**src/hdl/cbd_pkg.sv**
```systemverilog
// Shared types and constants for the charger status blink detector.
package cbd_pkg;

    // Widths of the request, result and configuration fields.
    localparam int unsigned TS_W     = 32;
    localparam int unsigned MS_W     = 16;
    localparam int unsigned CNT_W    = 4;
    localparam int unsigned CFG_IDX_W = 2;
    localparam int unsigned CFG_DAT_W = 16;

    // Register reset values.
    localparam logic [MS_W-1:0]  MIN_HALF_RST  = 16'd300;
    localparam logic [MS_W-1:0]  MAX_HALF_RST  = 16'd600;
    localparam logic [CNT_W-1:0] PULSES_RST    = 4'd3;
    localparam logic [MS_W-1:0]  TIMEOUT_RST   = 16'd600;

    // Reported charger status codes.
    typedef enum logic [1:0] {
        ST_INIT     = 2'd0,
        ST_CHARGING = 2'd1,
        ST_DONE     = 2'd2,
        ST_FAULT    = 2'd3
    } t_status;

    // Request kinds.
    typedef enum logic {
        CMD_EDGE = 1'b0,
        CMD_POLL = 1'b1
    } t_cmd;

    // Configuration register indexes.
    typedef enum logic [CFG_IDX_W-1:0] {
        CFG_MIN_HALF = 2'd0,
        CFG_MAX_HALF = 2'd1,
        CFG_PULSES   = 2'd2,
        CFG_TIMEOUT  = 2'd3
    } t_cfg_idx;

    typedef struct packed {
        logic [MS_W-1:0]  min_half_period_ms;
        logic [MS_W-1:0]  max_half_period_ms;
        logic [CNT_W-1:0] pulses_for_fault;
        logic [MS_W-1:0]  blink_timeout_ms;
    } t_cfg;

    typedef struct packed {
        logic             cmd;
        logic [TS_W-1:0]  now_ms;
        logic             pin_level;
    } t_item;

    typedef struct packed {
        logic [1:0] charge_status;
        logic       blinking;
    } t_result;

endpackage

```
**src/hdl/cbd_req_if.sv**
```systemverilog
// Request channel carrying pin edge events and status polls.
interface cbd_req_if;
    logic        valid;
    logic        ready;
    logic        cmd;
    logic [31:0] now_ms;
    logic        pin_level;

    modport source (output valid, output cmd, output now_ms, output pin_level, input ready);
    modport sink   (input valid, input cmd, input now_ms, input pin_level, output ready);
endinterface

```
**src/hdl/cbd_rsp_if.sv**
```systemverilog
// Result channel carrying the charger status after each request.
interface cbd_rsp_if;
    logic       valid;
    logic       ready;
    logic [1:0] charge_status;
    logic       blinking;

    modport source (output valid, output charge_status, output blinking, input ready);
    modport sink   (input valid, input charge_status, input blinking, output ready);
endinterface

```
**src/hdl/cbd_core.sv**
```systemverilog
// Blink classification state and its per-request update.
module cbd_core (
    input  logic            i_clk,
    input  logic            i_rst_n,
    input  cbd_pkg::t_cfg   i_cfg,
    input  logic            i_step,
    input  cbd_pkg::t_item  i_item,
    output cbd_pkg::t_result o_result
);
    import cbd_pkg::*;

    logic [TS_W-1:0]  r_last_edge, n_last_edge;
    logic [CNT_W-1:0] r_cnt, n_cnt;
    logic             r_blink, n_blink;
    logic [1:0]       r_status, n_status;

    logic [TS_W-1:0]  delta;
    logic             in_window;
    logic             timed_out;
    logic [CNT_W-1:0] cnt_inc;

    // Interval since the last edge, modulo 2^32, and the window tests.
    assign delta     = i_item.now_ms - r_last_edge;
    assign in_window = (delta >= {{(TS_W-MS_W){1'b0}}, i_cfg.min_half_period_ms}) &&
                       (delta <= {{(TS_W-MS_W){1'b0}}, i_cfg.max_half_period_ms});
    assign timed_out = r_blink &&
                       (delta > {{(TS_W-MS_W){1'b0}}, i_cfg.blink_timeout_ms});
    // The pulse count saturates at the threshold.
    assign cnt_inc   = (r_cnt < i_cfg.pulses_for_fault) ? r_cnt + 1'b1 : r_cnt;

    // Next state for the request now in the input register.
    always_comb begin
        n_last_edge = r_last_edge;
        n_cnt       = r_cnt;
        n_blink     = r_blink;
        n_status    = r_status;
        if (i_item.cmd == CMD_EDGE) begin
            n_last_edge = i_item.now_ms;
            if (in_window) begin
                n_cnt = cnt_inc;
                if (cnt_inc >= i_cfg.pulses_for_fault) begin
                    n_blink  = 1'b1;
                    n_status = ST_FAULT;
                end
            end else begin
                n_cnt    = '0;
                n_blink  = 1'b0;
                n_status = i_item.pin_level ? ST_DONE : ST_CHARGING;
            end
        end else if (timed_out) begin
            n_cnt    = '0;
            n_blink  = 1'b0;
            n_status = i_item.pin_level ? ST_DONE : ST_CHARGING;
        end
    end

    // State registers advance once per request.
    always_ff @(posedge i_clk) begin
        if (!i_rst_n) begin
            r_last_edge <= '0;
            r_cnt       <= '0;
            r_blink     <= 1'b0;
            r_status    <= ST_INIT;
        end else if (i_step) begin
            r_last_edge <= n_last_edge;
            r_cnt       <= n_cnt;
            r_blink     <= n_blink;
            r_status    <= n_status;
        end
    end

    assign o_result.charge_status = n_status;
    assign o_result.blinking      = n_blink;

endmodule

```
**src/hdl/charger_status_blink_detector.sv**
```systemverilog
// Top level of the charger status blink detector.
//
// Each request (a pin edge event or a status poll) gives exactly one result
// with the charger status and the blinking flag as they stand after it. The
// block takes one request per clock cycle while results are taken. A request
// is held in the input register while the combinational state update runs,
// and its result is then loaded into the result register, from which it is
// offered. A result that is not taken keeps the result register full; with
// both registers full the request side stalls until the result is taken.
// Configuration registers are written through a plain write port and should
// only be changed while no request is in flight.
module charger_status_blink_detector (
    input  logic                           i_clk,
    input  logic                           i_rst_n,
    cbd_req_if.sink                        i_req,
    cbd_rsp_if.source                      o_rsp,
    input  logic                           i_cfg_we,
    input  logic [cbd_pkg::CFG_IDX_W-1:0]  i_cfg_idx,
    input  logic [cbd_pkg::CFG_DAT_W-1:0]  i_cfg_data
);
    import cbd_pkg::*;

    t_cfg    r_cfg;
    logic    r_in_vld;
    t_item   r_in;
    logic    r_out_vld;
    t_result r_out;
    t_result core_result;
    logic    step;
    logic    in_ready;
    logic    in_accept;

    // Configuration registers.
    always_ff @(posedge i_clk) begin
        if (!i_rst_n) begin
            r_cfg.min_half_period_ms <= MIN_HALF_RST;
            r_cfg.max_half_period_ms <= MAX_HALF_RST;
            r_cfg.pulses_for_fault   <= PULSES_RST;
            r_cfg.blink_timeout_ms   <= TIMEOUT_RST;
        end else if (i_cfg_we) begin
            case (i_cfg_idx)
                CFG_MIN_HALF: r_cfg.min_half_period_ms <= i_cfg_data[MS_W-1:0];
                CFG_MAX_HALF: r_cfg.max_half_period_ms <= i_cfg_data[MS_W-1:0];
                CFG_PULSES:   r_cfg.pulses_for_fault   <= i_cfg_data[CNT_W-1:0];
                CFG_TIMEOUT:  r_cfg.blink_timeout_ms   <= i_cfg_data[MS_W-1:0];
                default: begin
                end
            endcase
        end
    end

    // Handshake: a request moves on when the result register is free or drains.
    assign step      = r_in_vld && (!r_out_vld || o_rsp.ready);
    assign in_ready  = !r_in_vld || step;
    assign in_accept = i_req.valid && in_ready;
    assign i_req.ready = in_ready;

    // Input register.
    always_ff @(posedge i_clk) begin
        if (!i_rst_n) begin
            r_in_vld <= 1'b0;
        end else if (in_accept) begin
            r_in_vld <= 1'b1;
        end else if (step) begin
            r_in_vld <= 1'b0;
        end
    end

    always_ff @(posedge i_clk) begin
        if (in_accept) begin
            r_in.cmd       <= i_req.cmd;
            r_in.now_ms    <= i_req.now_ms;
            r_in.pin_level <= i_req.pin_level;
        end
    end

    cbd_core u_core (
        .i_clk    (i_clk),
        .i_rst_n  (i_rst_n),
        .i_cfg    (r_cfg),
        .i_step   (step),
        .i_item   (r_in),
        .o_result (core_result)
    );

    // Result register.
    always_ff @(posedge i_clk) begin
        if (!i_rst_n) begin
            r_out_vld <= 1'b0;
        end else if (step) begin
            r_out_vld <= 1'b1;
        end else if (o_rsp.ready) begin
            r_out_vld <= 1'b0;
        end
    end

    always_ff @(posedge i_clk) begin
        if (step) begin
            r_out <= core_result;
        end
    end

    assign o_rsp.valid         = r_out_vld;
    assign o_rsp.charge_status = r_out.charge_status;
    assign o_rsp.blinking      = r_out.blinking;

endmodule

```
**src/flat_wrapper.sv**
```systemverilog
// flat-port wrapper written by rule: the top's interface ports become plain ports
module charger_status_blink_detector_flat import cbd_pkg::*;
  (i_clk, i_rst_n, i_cfg_we, i_cfg_idx, i_cfg_data, i_req_valid, i_req_cmd, i_req_now_ms, i_req_pin_level, i_req_ready, o_rsp_valid, o_rsp_charge_status, o_rsp_blinking, o_rsp_ready);
  cbd_req_if i_req_i ();
  cbd_rsp_if o_rsp_i ();
  input  logic i_clk;
  input  logic i_rst_n;
  input  logic i_cfg_we;
  input  logic [cbd_pkg::CFG_IDX_W-1:0] i_cfg_idx;
  input  logic [cbd_pkg::CFG_DAT_W-1:0] i_cfg_data;
  input wire logic [$bits(i_req_i.valid)-1:0] i_req_valid;
  input wire logic [$bits(i_req_i.cmd)-1:0] i_req_cmd;
  input wire logic [$bits(i_req_i.now_ms)-1:0] i_req_now_ms;
  input wire logic [$bits(i_req_i.pin_level)-1:0] i_req_pin_level;
  output wire logic [$bits(i_req_i.ready)-1:0] i_req_ready;
  output wire logic [$bits(o_rsp_i.valid)-1:0] o_rsp_valid;
  output wire logic [$bits(o_rsp_i.charge_status)-1:0] o_rsp_charge_status;
  output wire logic [$bits(o_rsp_i.blinking)-1:0] o_rsp_blinking;
  input wire logic [$bits(o_rsp_i.ready)-1:0] o_rsp_ready;
  assign i_req_i.valid = i_req_valid;
  assign i_req_i.cmd = i_req_cmd;
  assign i_req_i.now_ms = i_req_now_ms;
  assign i_req_i.pin_level = i_req_pin_level;
  assign i_req_ready = i_req_i.ready;
  assign o_rsp_valid = o_rsp_i.valid;
  assign o_rsp_charge_status = o_rsp_i.charge_status;
  assign o_rsp_blinking = o_rsp_i.blinking;
  assign o_rsp_i.ready = o_rsp_ready;
  charger_status_blink_detector u_core (.i_clk(i_clk), .i_rst_n(i_rst_n), .i_req(i_req_i), .o_rsp(o_rsp_i), .i_cfg_we(i_cfg_we), .i_cfg_idx(i_cfg_idx), .i_cfg_data(i_cfg_data));
endmodule
```
**config.mk**
```make
export PLATFORM = sky130hd
export DESIGN_NAME = charger_status_blink_detector_flat
export DESIGN_NICKNAME = d
export VERILOG_FILES = /design/src/hdl/cbd_pkg.sv /design/src/hdl/cbd_req_if.sv /design/src/hdl/cbd_rsp_if.sv /design/src/hdl/cbd_core.sv /design/src/hdl/charger_status_blink_detector.sv /design/src/flat_wrapper.sv
export SDC_FILE = /design/constraint.sdc
export NUM_CORES = 1
export LEC_CHECK = 0
export ABC_CLOCK_PERIOD_IN_PS = 11650
export BUFFER_PORTS_ARGS = -buffer_cell sky130_fd_sc_hd__buf_2
export CORE_AREA = 3 3 93 162
export DETAILED_ROUTE_END_ITERATION = 12
export DIE_AREA = 0 0 96 165
export GPL_TIMING_DRIVEN = 0
export PLACE_DENSITY = 0.84
export SYNTH_ARGS = -nofsm -noshare
export SYNTH_HDL_FRONTEND = slang
export SYNTH_SLANG_ARGS = --single-unit
```
**constraint.sdc**
```tcl
create_clock -name i_clk -period 11.65 [get_ports i_clk]
set_clock_uncertainty 0.1 [all_clocks]
set_input_delay 1.165 -clock i_clk [delete_from_list [all_inputs] [get_ports i_clk]]
set_output_delay 1.165 -clock i_clk [all_outputs]
set_load 0.05 [all_outputs]
```
Word level (Yosys, flattened, before mapping)
Cells that the tools add are included.
{"block": "classes", "n_addsub": 2, "n_lt_le_gt_ge": 5, "eq_ne": 4, "mux": 17, "bitwise": 1, "reduce_logical": 17}
{"op": "$ge 32x16->1", "count": 1}
{"op": "$gt 32x16->1", "count": 1}
{"op": "$le 32x16->1", "count": 1}
{"op": "$sub 32x32->32", "count": 1}
{"op": "$mux 4", "count": 4}
{"op": "$reduce_and 2->1", "count": 6}
{"op": "$mux 2", "count": 5}
{"op": "$mux 1", "count": 8}
{"op": "$add 4x1->4 const B", "count": 1}
{"op": "$eq 2x2->1 const B", "count": 2}
{"op": "$ge 4x4->1", "count": 1}
{"op": "$logic_and 1x1->1", "count": 4}
{"op": "$lt 4x4->1", "count": 1}
{"op": "$reduce_bool 2->1", "count": 2}
{"op": "$eq 2x1->1 const B", "count": 1}
{"op": "$logic_not 1->1", "count": 2}
{"op": "$logic_not 2->1", "count": 1}
{"op": "$logic_or 1x1->1", "count": 2}
{"op": "$ne 2x2->1 const B", "count": 1}
{"op": "$not 1->1", "count": 1}
{"block": "totals", "reg_bits": 130, "input_bits": 57, "out_inout_bits": 5}

Longest topological paths before layout
{"block": "logic_depth", "word_depth": 6, "depth_mapped": 20}

Modules after synthesis
A second synthesis with hierarchy kept.
{"block": "hier_totals", "cells_unflattened": 964, "hier_area_um2": 8410.6}
{"mod": "cbd_core", "instances": 1, "cells_per_inst": 716, "area_each_um2": 5161.2, "seq_area_each_um2": 780.7}
{"mod": "charger_status_blink_detector", "instances": 1, "cells_per_inst": 248, "area_each_um2": 3249.4, "seq_area_each_um2": 2192.1}

Worst setup path after synthesis
No wires, ideal clock.
{"block": "synth_timing", "path_type": "flip-flop to flip-flop", "from": "register u_core.r_in[5] (netlist bit)", "to": "register u_core.r_out (netlist bit u_core.o_rsp.charge_status[1]), data pin", "setup_time_ns": 0.261, "arrival_time_ns": 3.734, "required_time_ns": 11.289, "slack_ns": 7.555, "path_stages_with_launch": 20, "path_buffers": 0, "period_less_slack_ns": 4.095, "cell_sequence": "edfxtp_1 > ha_1 > o211ai_1 > a21oi_1 > nor2_1 > o21ai_0 > a21boi_0 > o21ai_0 > xor2_1 > ha_1 > and4_1 > nand4_1 > a21oi_1 > o21ai_0 > a21o_1 > a21oi_1 > nor3_1 > or2_2 > and2_2 > o32a_1"}
{"item": "start: declaration", "line": "charger_status_blink_detector.sv:25", "text": "t_item r_in;"}
{"item": "end signal: assignment", "line": "charger_status_blink_detector.sv:99", "text": "r_out <= core_result;"}
{"item": "end: declaration", "line": "charger_status_blink_detector.sv:27", "text": "t_result r_out;"}

==> results.md <==
- Core Area: 13900 µm²
- Post-CTS Repair Setup Buffers: 0
- Share of layout cells above drive strength 1: 11.0%
- Critical path buffer and inverter count: 0
- Synthesized area per cell: 8.32 µm²
- Reg power frac: 37.8%
- Setup CP Type: register to register
- Die width: 96 µm
- Clk sink count: 130
- Crit-path slowest cell: ha_1
- Pleak: 3.75 nW
- Die H: 165 µm
- YS warnings: 0
- Initial Util: 59.6%
- Fin crit share: 44.5%
- P_sw: 0.411 mW
- Synth Register Bits: 130
- Total gr overflow: 0
- Post-synth EDFFs: 37
- Pint: 0.897 mW
- Antenna cells: 0
- Initial DRC count: 468
- Clock group share of total power: 40.7%
- Worst setup SP type: register
- Sw frac: 31.5%
- Root buf cell: clkbuf_16
- Vias: 7448
- Crit-path max cell delay: 0.41 ns
- Remaining routing DRC violations: 0
- Largest delay share family, worst path: compound AO/OA/AOI/OAI gates
- Pwr/cell area: 139 nW/µm²
- Critical path arrival: 5.25 ns
- Async S/R FF share, synth: 0%
- Drt pass-1 iters: 6
- Worst Max-Slew Pin Slew: 0.931 ns
- GPL Wtd Cong: 0.991
- Pins Over Slew Limit: 0
- Slew headroom: 37.9%
- Netlist cell types: 64
- Fin crit period: 5.19 ns
- Area growth from synthesis to final layout: 13.4%
- Largest net degree at the start of global routing: 35
- Total wire length: 22.0 mm
- Routed Antenna Nets: 0
- Top_reg_cell synth: dfxtp_1
- Worst EP required: 11.72 ns
- Syn nets: 1141
- Max FO, Critical Path: 5
- GRT Total Usage: 28.7%
- PostCTS Resize Cnt: 0
- Die Area: 15800 µm²
- Cts bufs inserted: 17
- Clk buf depth: 2
- Final hold viol count: 0
- Sequential area share after synthesis: 35.9%
- Max-Cap Viols: 0
- I/O pins: 62
- Comb pwr share: 21.4%
- Crit path cell chain: ha_1 -> o211ai_1 -> a21oi_1 -> nor2_1 -> o21ai_0 -> a21boi_0 -> o21ai_0 -> xor2_1 -> ha_1 -> and4_1 -> nand4_1 -> a21oi_1 -> o21ai_0 -> a21o_1 -> a21oi_1 -> nor3_1 -> or2_2 -> and2_2 -> o32a_1
- CP Capture Type: register
- Worst reg2reg setup slack: 6.46 ns
- Skew-Pair Late Insertion Delay: 0.43 ns
- Final nets: 1220
- Worst IR Drop VDD: 0.000101 V
- Post-Syn Area: 8280 µm²
- Via-per-instance ratio: 5.89
- Setup TNS: 0 ns
- Number of global-route vias before repair: 7581
- Clk slew on worst S/H paths: 0.06 ns
- Tightest Hold Check Type: register to register
- CTS H-tree lvls: 4
- DPL Wire Length: 16.5 mm
- Initial antenna violation count: 0
- Status: complete, no violations
- CTS tree: built
- Fill cells: 1140
- Port bufs: 60
- Hold_buf cts: 0
- # setup viols final: 0
- Row count: 57
- Syn Inst Count: 996
- Max Freq: 193 MHz
- First-pass GRT wire length: 35.1 mm
- Routed WL per cell: 17.4 µm
- RSZ-0062 raised after global routing: no
- Fin Hold WS: 0.365 ns
==> cell usage in the layout (no fill, tap or decap), types with 21 or more instances in the layout <==
cell | netlist | layout
nand4_1 | 21 | 21
ha_1 | 87 | 87
buf_2 | 7 | 67
nor2_1 | 32 | 32
edfxtp_1 | 37 | 37
a21oi_1 | 50 | 50
a21boi_0 | 71 | 71
clkbuf_1 | 30 | 30
inv_1 | 99 | 99
dfxtp_1 | 93 | 93
o21ai_0 | 37 | 37
nand2_1 | 205 | 205
==> power groups by stage <==
stage	combinational, mW	clock, mW	sequential, mW
3_3_place_gp	0.257	0	0.504
4_1_cts	0.274	0.534	0.495
2_1_floorplan	0.189	0	0.504
6_report	0.280	0.533	0.495
5_1_grt	0.308	0.550	0.496
3_5_place_dp	0.265	0	0.504
==> tightest hold or removal path, delay by kind of cell (launching register included) <==
kind             cells  cell delay (ns)
flip-flops           1             0.31
AND/OR/NAND/NOR      1             0.05
AO/OA/AOI/OAI        1             0.06
==> kinds of logic after synthesis <==
logic type	synth area share [%]
AOI/OAI and AO/OA	21.7
and+or+nand+nor	19.8
muxes	0.604
DFF	35.9
buffers and inverters	6.36
xor gates and xnor gates	2.33
adders and majority gates	13.4
==> through the flow <==
step	total power [mW]	worst slack, ns	instance area (µm²)	instances	utilization, %
2_1_floorplan	0.693	7.56	8280	996	-
3_3_place_gp	0.761	6.70	8810	1233	63.3
3_5_place_dp	0.770	6.57	8810	1233	63.3
4_1_cts	1.30	6.51	9400	1265	67.6
5_1_grt	1.35	6.13	9400	1265	67.6
6_report	1.31	6.46	9400	1265	67.6
==> metal layers <==
metal	up-vias	global-route usage [%]	part of all wire (%)
met2	255	52.6	54
met1	3456	27.9	36
met3	102	5.15	4.4
li1	3635	-	-
met4	0	20.2	6.1
met5	-	0	0
==> state kept, by name, indices dropped and copies added, names as in the netlist <==
signal	flops
u_core.r_in_vld	1
u_core.u_core.r_blink	1
u_core.o_rsp.charge_status	2
u_core.u_core.r_last_edge	32
u_core.r_in	34
u_core.u_core.r_cnt	4
u_core.o_rsp.valid	1
u_core.u_core.r_status	2
u_core.r_cfg	52
u_core.o_rsp.blinking	1
==> layout make-up <==
class / count / area, µm² / share of cell area, %
Buffer: 38 / 155 / 1.65
Clock buffer: 19 / 475 / 5.06
Clock inverter: 13 / 113 / 1.20
Inverter: 99 / 372 / 3.96
Multi-Input combinational cell: 729 / 4790 / 50.9
Sequential cell: 130 / 2970 / 31.6
Tap cell: 177 / 221 / 2.36
Timing Repair Buffer: 60 / 300 / 3.20
==> final timing paths <==
path,from,to,depth (start not counted)
worst max register to register,u_core.r_in[5],u_core.o_rsp.charge_status[0],19
worst max-delay path,u_core.r_in[5],u_core.o_rsp.charge_status[0],19
worst min-delay path,u_core.r_cfg[22],u_core.r_cfg[22],2
worst min register to register,u_core.r_cfg[22],u_core.r_cfg[22],2
==> Yosys cell counts, types with 7 or more instances <==
| master | number | share of area [%] |
|---|---|---|
| a211o_1 | 8 | 0.85 |
| a211oi_1 | 7 | 0.63 |
| a21boi_0 | 71 | 6.4 |
| a21o_1 | 19 | 1.7 |
| a21oi_1 | 50 | 3.0 |
| buf_2 | 7 | 0.42 |
| clkbuf_1 | 30 | 1.4 |
| dfxtp_1 | 93 | 22 |
| edfxtp_1 | 37 | 13 |
| ha_1 | 87 | 13 |
| inv_1 | 99 | 4.5 |
| nand2_1 | 205 | 9.3 |
| nand2b_1 | 17 | 1.3 |
| nand3_1 | 10 | 0.60 |
| nand4_1 | 21 | 1.6 |
| nor2_1 | 32 | 1.4 |
| nor2b_1 | 12 | 0.91 |
| nor3_1 | 11 | 0.66 |
| nor4_1 | 7 | 0.53 |
| o211ai_1 | 19 | 1.7 |
| o21a_1 | 8 | 0.72 |
| o21ai_0 | 37 | 2.2 |
| o21ai_1 | 11 | 0.66 |
| xnor2_1 | 15 | 1.6 |
| xor2_1 | 7 | 0.74 |
Power figures use the tool's default switching activity.
